`src/design/sha_pkg.sv`:
```
`timescale 1ns / 1ps
// ----------------------------------------------------------------------------
// SHA-256 package
// Round constants, initial chain value, rotate and message schedule helper
// functions, and the transaction type carried from the front end to the back end.
// ----------------------------------------------------------------------------
package sha_pkg;

  localparam int QUEUE_DEPTH = 4;
  localparam logic [7:0] PAD_BYTE = 8'h80;
  localparam logic [5:0] LEN_OFFSET = 6'd56;

  typedef struct packed {
    logic [7:0] data;
    logic       present;
    logic       eom;
  } sha_item_t;

  localparam logic [31:0] ROUND_K [64] = '{
    32'h428a2f98, 32'h71374491, 32'hb5c0fbcf, 32'he9b5dba5,
    32'h3956c25b, 32'h59f111f1, 32'h923f82a4, 32'hab1c5ed5,
    32'hd807aa98, 32'h12835b01, 32'h243185be, 32'h550c7dc3,
    32'h72be5d74, 32'h80deb1fe, 32'h9bdc06a7, 32'hc19bf174,
    32'he49b69c1, 32'hefbe4786, 32'h0fc19dc6, 32'h240ca1cc,
    32'h2de92c6f, 32'h4a7484aa, 32'h5cb0a9dc, 32'h76f988da,
    32'h983e5152, 32'ha831c66d, 32'hb00327c8, 32'hbf597fc7,
    32'hc6e00bf3, 32'hd5a79147, 32'h06ca6351, 32'h14292967,
    32'h27b70a85, 32'h2e1b2138, 32'h4d2c6dfc, 32'h53380d13,
    32'h650a7354, 32'h766a0abb, 32'h81c2c92e, 32'h92722c85,
    32'ha2bfe8a1, 32'ha81a664b, 32'hc24b8b70, 32'hc76c51a3,
    32'hd192e819, 32'hd6990624, 32'hf40e3585, 32'h106aa070,
    32'h19a4c116, 32'h1e376c08, 32'h2748774c, 32'h34b0bcb5,
    32'h391c0cb3, 32'h4ed8aa4a, 32'h5b9cca4f, 32'h682e6ff3,
    32'h748f82ee, 32'h78a5636f, 32'h84c87814, 32'h8cc70208,
    32'h90befffa, 32'ha4506ceb, 32'hbef9a3f7, 32'hc67178f2
  };

  localparam logic [31:0] INIT_H [8] = '{
    32'h6a09e667, 32'hbb67ae85, 32'h3c6ef372, 32'ha54ff53a,
    32'h510e527f, 32'h9b05688c, 32'h1f83d9ab, 32'h5be0cd19
  };

  function automatic logic [31:0] rotr(input logic [31:0] x, input int n);
    rotr = (x >> n) | (x << (32 - n));
  endfunction

  function automatic logic [31:0] sig0(input logic [31:0] x);
    sig0 = rotr(x, 7) ^ rotr(x, 18) ^ (x >> 3);
  endfunction

  function automatic logic [31:0] sig1(input logic [31:0] x);
    sig1 = rotr(x, 17) ^ rotr(x, 19) ^ (x >> 10);
  endfunction

endpackage

```
`src/design/sha_queue.sv`:
```
`timescale 1ns / 1ps
// ----------------------------------------------------------------------------
// SHA item queue
// Short FIFO that parts the front end from the compression back end.
// ----------------------------------------------------------------------------
module sha_queue import sha_pkg::*; #(
  parameter int DEPTH = QUEUE_DEPTH
) (
  input  logic      clk,
  input  logic      rst_n,
  input  logic      wr_en,
  input  sha_item_t wr_item,
  output logic      full,
  input  logic      rd_en,
  output sha_item_t rd_item,
  output logic      empty
);

  localparam int AW = (DEPTH > 1) ? $clog2(DEPTH) : 1;

  sha_item_t       mem_r [DEPTH];
  logic [AW-1:0]   wp_r, rp_r;
  logic [AW:0]     cnt_r;

  assign full    = (cnt_r == (AW+1)'(DEPTH));
  assign empty   = (cnt_r == '0);
  assign rd_item = mem_r[rp_r];

  // storage
  always_ff @(posedge clk) begin
    if (wr_en && !full) mem_r[wp_r] <= wr_item;
  end

  // pointers and count
  always_ff @(posedge clk) begin
    if (!rst_n) begin
      wp_r  <= '0;
      rp_r  <= '0;
      cnt_r <= '0;
    end else begin
      if (wr_en && !full)
        wp_r <= (wp_r == AW'(DEPTH - 1)) ? '0 : wp_r + 1'b1;
      if (rd_en && !empty)
        rp_r <= (rp_r == AW'(DEPTH - 1)) ? '0 : rp_r + 1'b1;
      cnt_r <= cnt_r + (AW+1)'(wr_en && !full) - (AW+1)'(rd_en && !empty);
    end
  end

endmodule

```
`src/design/sha_core.sv`:
```
`timescale 1ns / 1ps
// ----------------------------------------------------------------------------
// SHA-256 back end
// Absorbs bytes into the block buffer, pads, runs 64 rounds per block and
// delivers the eight digest words from the chain value register.
// ----------------------------------------------------------------------------
module sha_core import sha_pkg::*; (
  input  logic        clk,
  input  logic        rst_n,
  input  logic        item_valid,
  input  sha_item_t   item,
  output logic        item_take,
  output logic        out_empty,
  input  logic        out_pop,
  output logic [31:0] out_digest_word,
  output logic [2:0]  out_word_index,
  output logic        out_last_word
);

  localparam logic [2:0] S_IDLE = 3'd0;
  localparam logic [2:0] S_PAD  = 3'd1;
  localparam logic [2:0] S_ROUND = 3'd2;
  localparam logic [2:0] S_FOLD = 3'd3;
  localparam logic [2:0] S_EMIT = 3'd4;

  logic [2:0]  state_r;
  logic [31:0] wbuf_r [16];
  logic [5:0]  fill_r;
  logic [63:0] len_r, tot_r;
  logic        fin_r;
  logic [31:0] h_r [8];
  logic [31:0] v_r [8];
  logic [5:0]  rnd_r;
  logic [2:0]  widx_r;
  logic        ov_r;
  logic        pad_mark_r;
  logic        zero_tail_r;
  logic        len_in_r;

  logic        byte_go, blk_full;
  logic [7:0]  pad_byte;
  logic [31:0] w_cur, w_new, t1, t2;

  // padding byte for the current offset: marker, zeros, then the length
  always_comb begin
    if (pad_mark_r) pad_byte = PAD_BYTE;
    else if (fill_r < LEN_OFFSET || zero_tail_r) pad_byte = 8'h00;
    else pad_byte = tot_r[8'(7 - 32'(fill_r[2:0])) * 8 +: 8];
  end

  assign item_take = item_valid && (state_r == S_IDLE);
  assign byte_go   = (item_take && item.present) || (state_r == S_PAD);
  assign blk_full  = (fill_r == 6'd63);

  // round datapath; the schedule rotates through wbuf
  assign w_cur = wbuf_r[0];
  assign w_new = sig1(wbuf_r[14]) + wbuf_r[9] + sig0(wbuf_r[1]) + wbuf_r[0];
  assign t1 = v_r[7] + (rotr(v_r[4], 6) ^ rotr(v_r[4], 11) ^ rotr(v_r[4], 25)) +
              ((v_r[4] & v_r[5]) ^ (~v_r[4] & v_r[6])) + ROUND_K[rnd_r] + w_cur;
  assign t2 = (rotr(v_r[0], 2) ^ rotr(v_r[0], 13) ^ rotr(v_r[0], 22)) +
              ((v_r[0] & v_r[1]) ^ (v_r[0] & v_r[2]) ^ (v_r[1] & v_r[2]));

  assign out_empty       = !ov_r;
  assign out_digest_word = h_r[widx_r];
  assign out_word_index  = widx_r;
  assign out_last_word   = (widx_r == 3'd7);

  // byte loading into the word buffer, and schedule shifting during rounds
  always_ff @(posedge clk) begin
    logic [7:0] b;
    b = (state_r == S_PAD) ? pad_byte : item.data;
    if (byte_go)
      wbuf_r[fill_r[5:2]][8'(3 - 32'(fill_r[1:0])) * 8 +: 8] <= b;
    else if (state_r == S_ROUND) begin
      for (int i = 0; i < 15; i++) wbuf_r[i] <= wbuf_r[i+1];
      wbuf_r[15] <= w_new;
    end
  end

  // control, chain value and working variables
  always_ff @(posedge clk) begin
    if (!rst_n) begin
      state_r     <= S_IDLE;
      fill_r      <= '0;
      len_r       <= '0;
      fin_r       <= 1'b0;
      rnd_r       <= '0;
      widx_r      <= '0;
      ov_r        <= 1'b0;
      pad_mark_r  <= 1'b0;
      zero_tail_r <= 1'b0;
      len_in_r    <= 1'b0;
      for (int i = 0; i < 8; i++) h_r[i] <= INIT_H[i];
    end else begin
      case (state_r)
        S_IDLE: begin
          if (item_take) begin
            if (item.present) len_r <= len_r + 64'd8;
            if (item.eom) begin
              fin_r      <= 1'b1;
              pad_mark_r <= 1'b1;
              tot_r      <= len_r + (item.present ? 64'd8 : 64'd0);
            end
            if (item.present) begin
              fill_r <= fill_r + 1'b1;
              if (blk_full) begin
                state_r <= S_ROUND;
                rnd_r   <= '0;
                for (int i = 0; i < 8; i++) v_r[i] <= h_r[i];
              end else if (item.eom) state_r <= S_PAD;
            end else if (item.eom) state_r <= S_PAD;
          end
        end
        S_PAD: begin
          fill_r     <= fill_r + 1'b1;
          pad_mark_r <= 1'b0;
          // marker in the last eight bytes: the length needs a further block
          if (blk_full) zero_tail_r <= 1'b0;
          else if (pad_mark_r && fill_r >= LEN_OFFSET) zero_tail_r <= 1'b1;
          if (blk_full && !pad_mark_r && !zero_tail_r) len_in_r <= 1'b1;
          if (blk_full) begin
            state_r <= S_ROUND;
            rnd_r   <= '0;
            for (int i = 0; i < 8; i++) v_r[i] <= h_r[i];
          end
        end
        S_ROUND: begin
          v_r[7] <= v_r[6]; v_r[6] <= v_r[5]; v_r[5] <= v_r[4];
          v_r[4] <= v_r[3] + t1;
          v_r[3] <= v_r[2]; v_r[2] <= v_r[1]; v_r[1] <= v_r[0];
          v_r[0] <= t1 + t2;
          rnd_r  <= rnd_r + 1'b1;
          if (rnd_r == 6'd63) state_r <= S_FOLD;
        end
        S_FOLD: begin
          for (int i = 0; i < 8; i++) h_r[i] <= h_r[i] + v_r[i];
          if (fin_r && len_in_r) begin
            state_r <= S_EMIT;
            widx_r  <= '0;
            ov_r    <= 1'b1;
          end else if (fin_r) state_r <= S_PAD;
          else state_r <= S_IDLE;
        end
        S_EMIT: begin
          if (out_pop) begin
            widx_r <= widx_r + 1'b1;
            if (widx_r == 3'd7) begin
              ov_r     <= 1'b0;
              state_r  <= S_IDLE;
              fin_r    <= 1'b0;
              len_in_r <= 1'b0;
              len_r    <= '0;
              fill_r   <= '0;
              for (int i = 0; i < 8; i++) h_r[i] <= INIT_H[i];
            end
          end
        end
        default: state_r <= S_IDLE;
      endcase
    end
  end

endmodule

```
`src/design/sha256_message_digest.sv`:
```
`timescale 1ns / 1ps
// ----------------------------------------------------------------------------
// SHA-256 message digest
// Byte-fed SHA-256 hash with queue-style input and result channels.
// ----------------------------------------------------------------------------
// Input: push a byte with byte_present and end_of_message flags while full is
// low. A short queue holds items while the back end compresses a block.
// The back end loads each byte into its block buffer; each full 64-byte
// block then runs the rounds and a fold in the single round unit, and no
// new byte is taken until that fold is done.
// On end_of_message the back end pads one byte per cycle (one or two blocks),
// compresses each padding block the same way and offers the eight digest
// words, word 0 first, on the out_ ports once the last fold is done, while
// empty is low; each pop takes one word. A stalled receiver holds the
// digest; the queue keeps taking items until it fills.
// After the eighth word the chain value returns to the initial constants.
// Reset (rst_n low, synchronous) clears the queue, the length and the fill
// count, and returns the chain value to the initial constants.
// ----------------------------------------------------------------------------
module sha256_message_digest import sha_pkg::*; #(
  parameter int DEPTH = QUEUE_DEPTH
) (
  input  logic        clk,
  input  logic        rst_n,
  input  logic        push,
  output logic        full,
  input  logic [7:0]  in_msg_byte,
  input  logic        in_byte_present,
  input  logic        in_end_of_message,
  output logic        empty,
  input  logic        pop,
  output logic [31:0] out_digest_word,
  output logic [2:0]  out_word_index,
  output logic        out_last_word
);

  sha_item_t wr_item, rd_item;
  logic      q_empty, take;

  // drop byte-less items that do not end a message
  assign wr_item = '{data: in_msg_byte, present: in_byte_present, eom: in_end_of_message};

  sha_queue #(.DEPTH(DEPTH)) u_queue (
    .clk, .rst_n,
    .wr_en   (push && (in_byte_present || in_end_of_message)),
    .wr_item (wr_item),
    .full    (full),
    .rd_en   (take),
    .rd_item (rd_item),
    .empty   (q_empty)
  );

  sha_core u_core (
    .clk, .rst_n,
    .item_valid      (!q_empty),
    .item            (rd_item),
    .item_take       (take),
    .out_empty       (empty),
    .out_pop         (pop),
    .out_digest_word (out_digest_word),
    .out_word_index  (out_word_index),
    .out_last_word   (out_last_word)
  );

endmodule
```
`config.mk`:
```
export PLATFORM = sky130hd
export DESIGN_NAME = sha256_message_digest
export DESIGN_NICKNAME = d
export VERILOG_FILES = /design/src/design/sha_pkg.sv /design/src/design/sha_queue.sv /design/src/design/sha_core.sv /design/src/design/sha256_message_digest.sv
export SDC_FILE = /design/constraint.sdc
export NUM_CORES = 2
export LEC_CHECK = 0
export BUFFER_PORTS_ARGS = -buffer_cell sky130_fd_sc_hd__buf_2
export CAP_MARGIN = 30
export CORE_MARGIN = 4
export CORE_UTILIZATION = 60
export CTS_CLUSTER_SIZE = 12
export DETAILED_ROUTE_END_ITERATION = 7
export PLACE_DENSITY = 0.82
export SKIP_LAST_GASP = 1
export SLEW_MARGIN = 25
export SYNTH_ARGS = -nofsm -noshare
export SYNTH_HDL_FRONTEND = slang
export SYNTH_SLANG_ARGS = --single-unit
```
`constraint.sdc`:
```
create_clock -name clk -period 37.5 [get_ports clk]
set_input_delay 3.75 -clock clk [delete_from_list [all_inputs] [get_ports clk]]
set_output_delay 3.75 -clock clk [all_outputs]
set_load 0.05 [all_outputs]
```
==> reports/qor.yml <==
reg2reg_depth: 39
met3RoutedLength_mm: 26.0
timing.critical_path.arrival_ns: 11.18
cellLeakagePower_uw: 0.0355
vias: 61177
power_frac_comb: 0.310
most_frequent_cells_in_the_layout: "nand2_1, edfxtp_1, a21o_1"
worst-setup-path-type: "flop to flop"
timing.hold.worst.class: "flop to flop"
grt_setup_unrepaired: "no"
io_buffer_count: 51
cts_num_sinks: 1221
reg2reg_from: "u_core.rnd_r[0]$_SDFFE_PN0P_"
post_synth_inst_count: 7537
yosysTopAreaCellShare: 0.385
syn-mean-instance-area_um2: 10.3
clk-insertion-delay-late_ns: 0.81
setup_violations: 0
async_reset_ff_frac: 0
critPathLaunch: "u_core.rnd_r[0]$_SDFFE_PN0P_"
drv_slew: 0
worst_slew_pin_slew_ns: 1.11
power_density_nw_per_um2: 49.9
root_cell_of_the_clock_tree: "clkbuf_16"
clock_tree.htree_level_count: 4
numCtsBuffers: 136
io-pin-count: 52
worst_ir_drop_vdd_mv: 0.0540
worst-r2r-setup-slack_ns: 26.83
final_common_cell: "nand2_1"
yosys_most_used_dff: "edfxtp_1"
routed_wl_mm: 245
worst_endpoint_required_time_ns: 38.02
endpoint_kind: "flop"
outcome: "finished, final reports clean"
die-height_um: 368
synthesis.nets: 8155
post_cts_sizing_count: 0
ys_warn_count: 0
drtPass1Iterations: 6
synth.ff_latch_count: 1221
highest-signal-layer: "met5"
starting_density: 0.607
final_layout_size_suffix_gt1_frac: 0.0765
slowest_cell_delay_on_critical_path_ns: 0.79
netlist_area_um2: 77800
postLayoutSetupSlackWorst_ns: 26.83
yosysUniqueCellTypes: 107
maximum_number_of_pins_on_one_net_before_global_route_repair: 226
globalRouteTotalUtil: 0.354
cts.clk_slew.worst_paths_ns: 0.06
cts_setup_buffers: 0
final_net_count: 8077
cts-root-to-sink-buffers: 3
grt.overflow.total: 0
antenna_violating_nets_post_route: 0
p_total_uw: 4210
crit-reg2reg-capture: "u_core.v_r[0][31]$_DFFE_PP_"
start_kind: "flop"
crit_path_top_delay_cell: "ha_1"
area_delta_synth_final_pct: 8.21
number_of_global_route_vias_before_repair: 59321
route.detailed.vias_per_inst: 6.59
place_hpwl_mm: 178
placementRows: 131
power_switching_uw: 1400
worst_hold_margin_ns: 0.451
hold_viol_final: 0
synth-edff-count: 997
max_cap_violations: 0
grt_first_pass_wirelength_mm: 367
post-route-drc-count: 0
postLayoutCoreUtil: 0.657
dr.first_iter.drc_count: 8062
final.setup_skew_ns: 0.0458
worstPathMaxFanout: 12
fin_setup_tns_ns: 0
post_drt_wl_per_cell_um: 26.3
synth_top_cells_by_area: "edfxtp_1, ha_1, a21o_1, dfxtp_1, nand2_1"
seq_power_share: 0.379
tritoncts: "built"
yosys.area.top_type: "edfxtp_1"
m1WireLength_mm: 91.5
antenna_found_initial: 9
swShare: 0.332
die_outline_width_um: 368
cts.hold.buffers_added: 0
slew_headroom: 0.259
core_um2: 128000
ys_seq_area_frac: 0.442
max_clock_freq_mhz: 93.8
post_route_fraction_of_the_period_consumed_by_the_critical_path: 0.284
fp.dieArea_um2: 136000
setup.worst_path.end: "u_core.v_r[0][31]$_DFFE_PP_"
wl_met2_mm: 110
intPower_uw: 2810
gpl.final_weighted_congestion: 1.04
share_of_total_power_in_the_clock_network: 0.311
dp_worst_setup_slack_ns: 26.99
timing.final.crit_period_ns: 10.67
## stage by stage
step / cell area, um2 / std cells
floorplan: 77800 / 7537
global placement: 79600 / 9015
detailed placement: 79800 / 9039
CTS: 84100 / 9273
global route: 84200 / 9285
finish: 84200 / 9288
## critical path, delay by kind of cell, from the launching register on
family	cells	cell delay (ns)
XOR/XNOR	2	0.33
flip-flops	1	0.33
AND/OR/NAND/NOR	5	0.76
adder cells (fa/ha/maj)	7	3.33
AO/OA/AOI/OAI	20	4.78
buffers and inverters	5	0.84
## sequential cells by signal, summed over array words and instances (netlist names), 6 cells and up, named ones only
signal,flops
u_core.wbuf_r,512
u_core.h_r,256
u_core.fill_r,6
u_queue.mem_r,40
u_core.tot_r,61
u_core.len_r,61
u_core.rnd_r,6
u_core.v_r,256
## final cells by class
class                   count  area (um2)
diodes                      4        10.0
clock inverters            59         674
flip-flops and latches   1221       34400
multi-input cells        5622       40900
fillers                  9631       43900
well taps                1729        2160
inverters                 285        1070
clock buffers             175        3600
repair buffers            193        1370
## per-layer routing
| layer | global-route usage | vias up |
|---|---|---|
| met5 | 0 | - |
| met4 | 0.201 | 6 |
| met3 | 0.0735 | 826 |
| met2 | 0.553 | 3705 |
| met1 | 0.461 | 29656 |
| li1 | - | 26984 |
## synthesized netlist by cell type, drive strengths merged (89+ instances only)
| cell | number |
|---|---|
| a21oi | 453 |
| edfxtp | 997 |
| ha | 408 |
| xor2 | 240 |
| nor2 | 409 |
| mux4 | 89 |
| a21o | 657 |
| xnor2 | 429 |
| dfxtp | 224 |
| nor3 | 99 |
| nand3 | 123 |
| fa | 196 |
| inv | 282 |
| clkbuf | 360 |
| nand2 | 1069 |
| o21ai | 436 |
## worst min path at each step
stage | startpoint | endpoint | cells after the start
final | u_core.ov_r$_SDFFE_PN0P_ | u_core.ov_r$_SDFFE_PN0P_ | 2
after global routing | u_core.ov_r$_SDFFE_PN0P_ | u_core.ov_r$_SDFFE_PN0P_ | 2
after CTS | u_core.ov_r$_SDFFE_PN0P_ | u_core.ov_r$_SDFFE_PN0P_ | 2
after detailed placement | u_core.ov_r$_SDFFE_PN0P_ | u_core.ov_r$_SDFFE_PN0P_ | 2
after global placement | u_core.ov_r$_SDFFE_PN0P_ | u_core.ov_r$_SDFFE_PN0P_ | 2
after floorplan | u_core.h_r[6][30]$_SDFFE_PP0P_ | u_core.h_r[6][30]$_SDFFE_PP0P_ | 2
## kinds of logic after synthesis
logic type,Yosys count,synth area share
multiplexers,179,0.0381
AO/OA/AOI/OAI,2060,0.172
flip-flops,1221,0.442
buffers and inverters,694,0.0337
adder cells (fa/ha/maj),630,0.119
XOR/XNOR,669,0.0753
AND/OR/NAND/NOR,2084,0.119
## power groups by stage
| stage | clock [uW] | combinational, uW | sequential, uW |
|---|---|---|---|
| finish | 1310 | 1300 | 1590 |
| global route | 1370 | 1420 | 1600 |
| CTS | 1310 | 1280 | 1590 |
| detailed placement | 0 | 1270 | 1620 |
| global placement | 0 | 1220 | 1620 |
| floorplan | 0 | 938 | 1600 |
No activity file was read; power rests on OpenSTA's default activity.
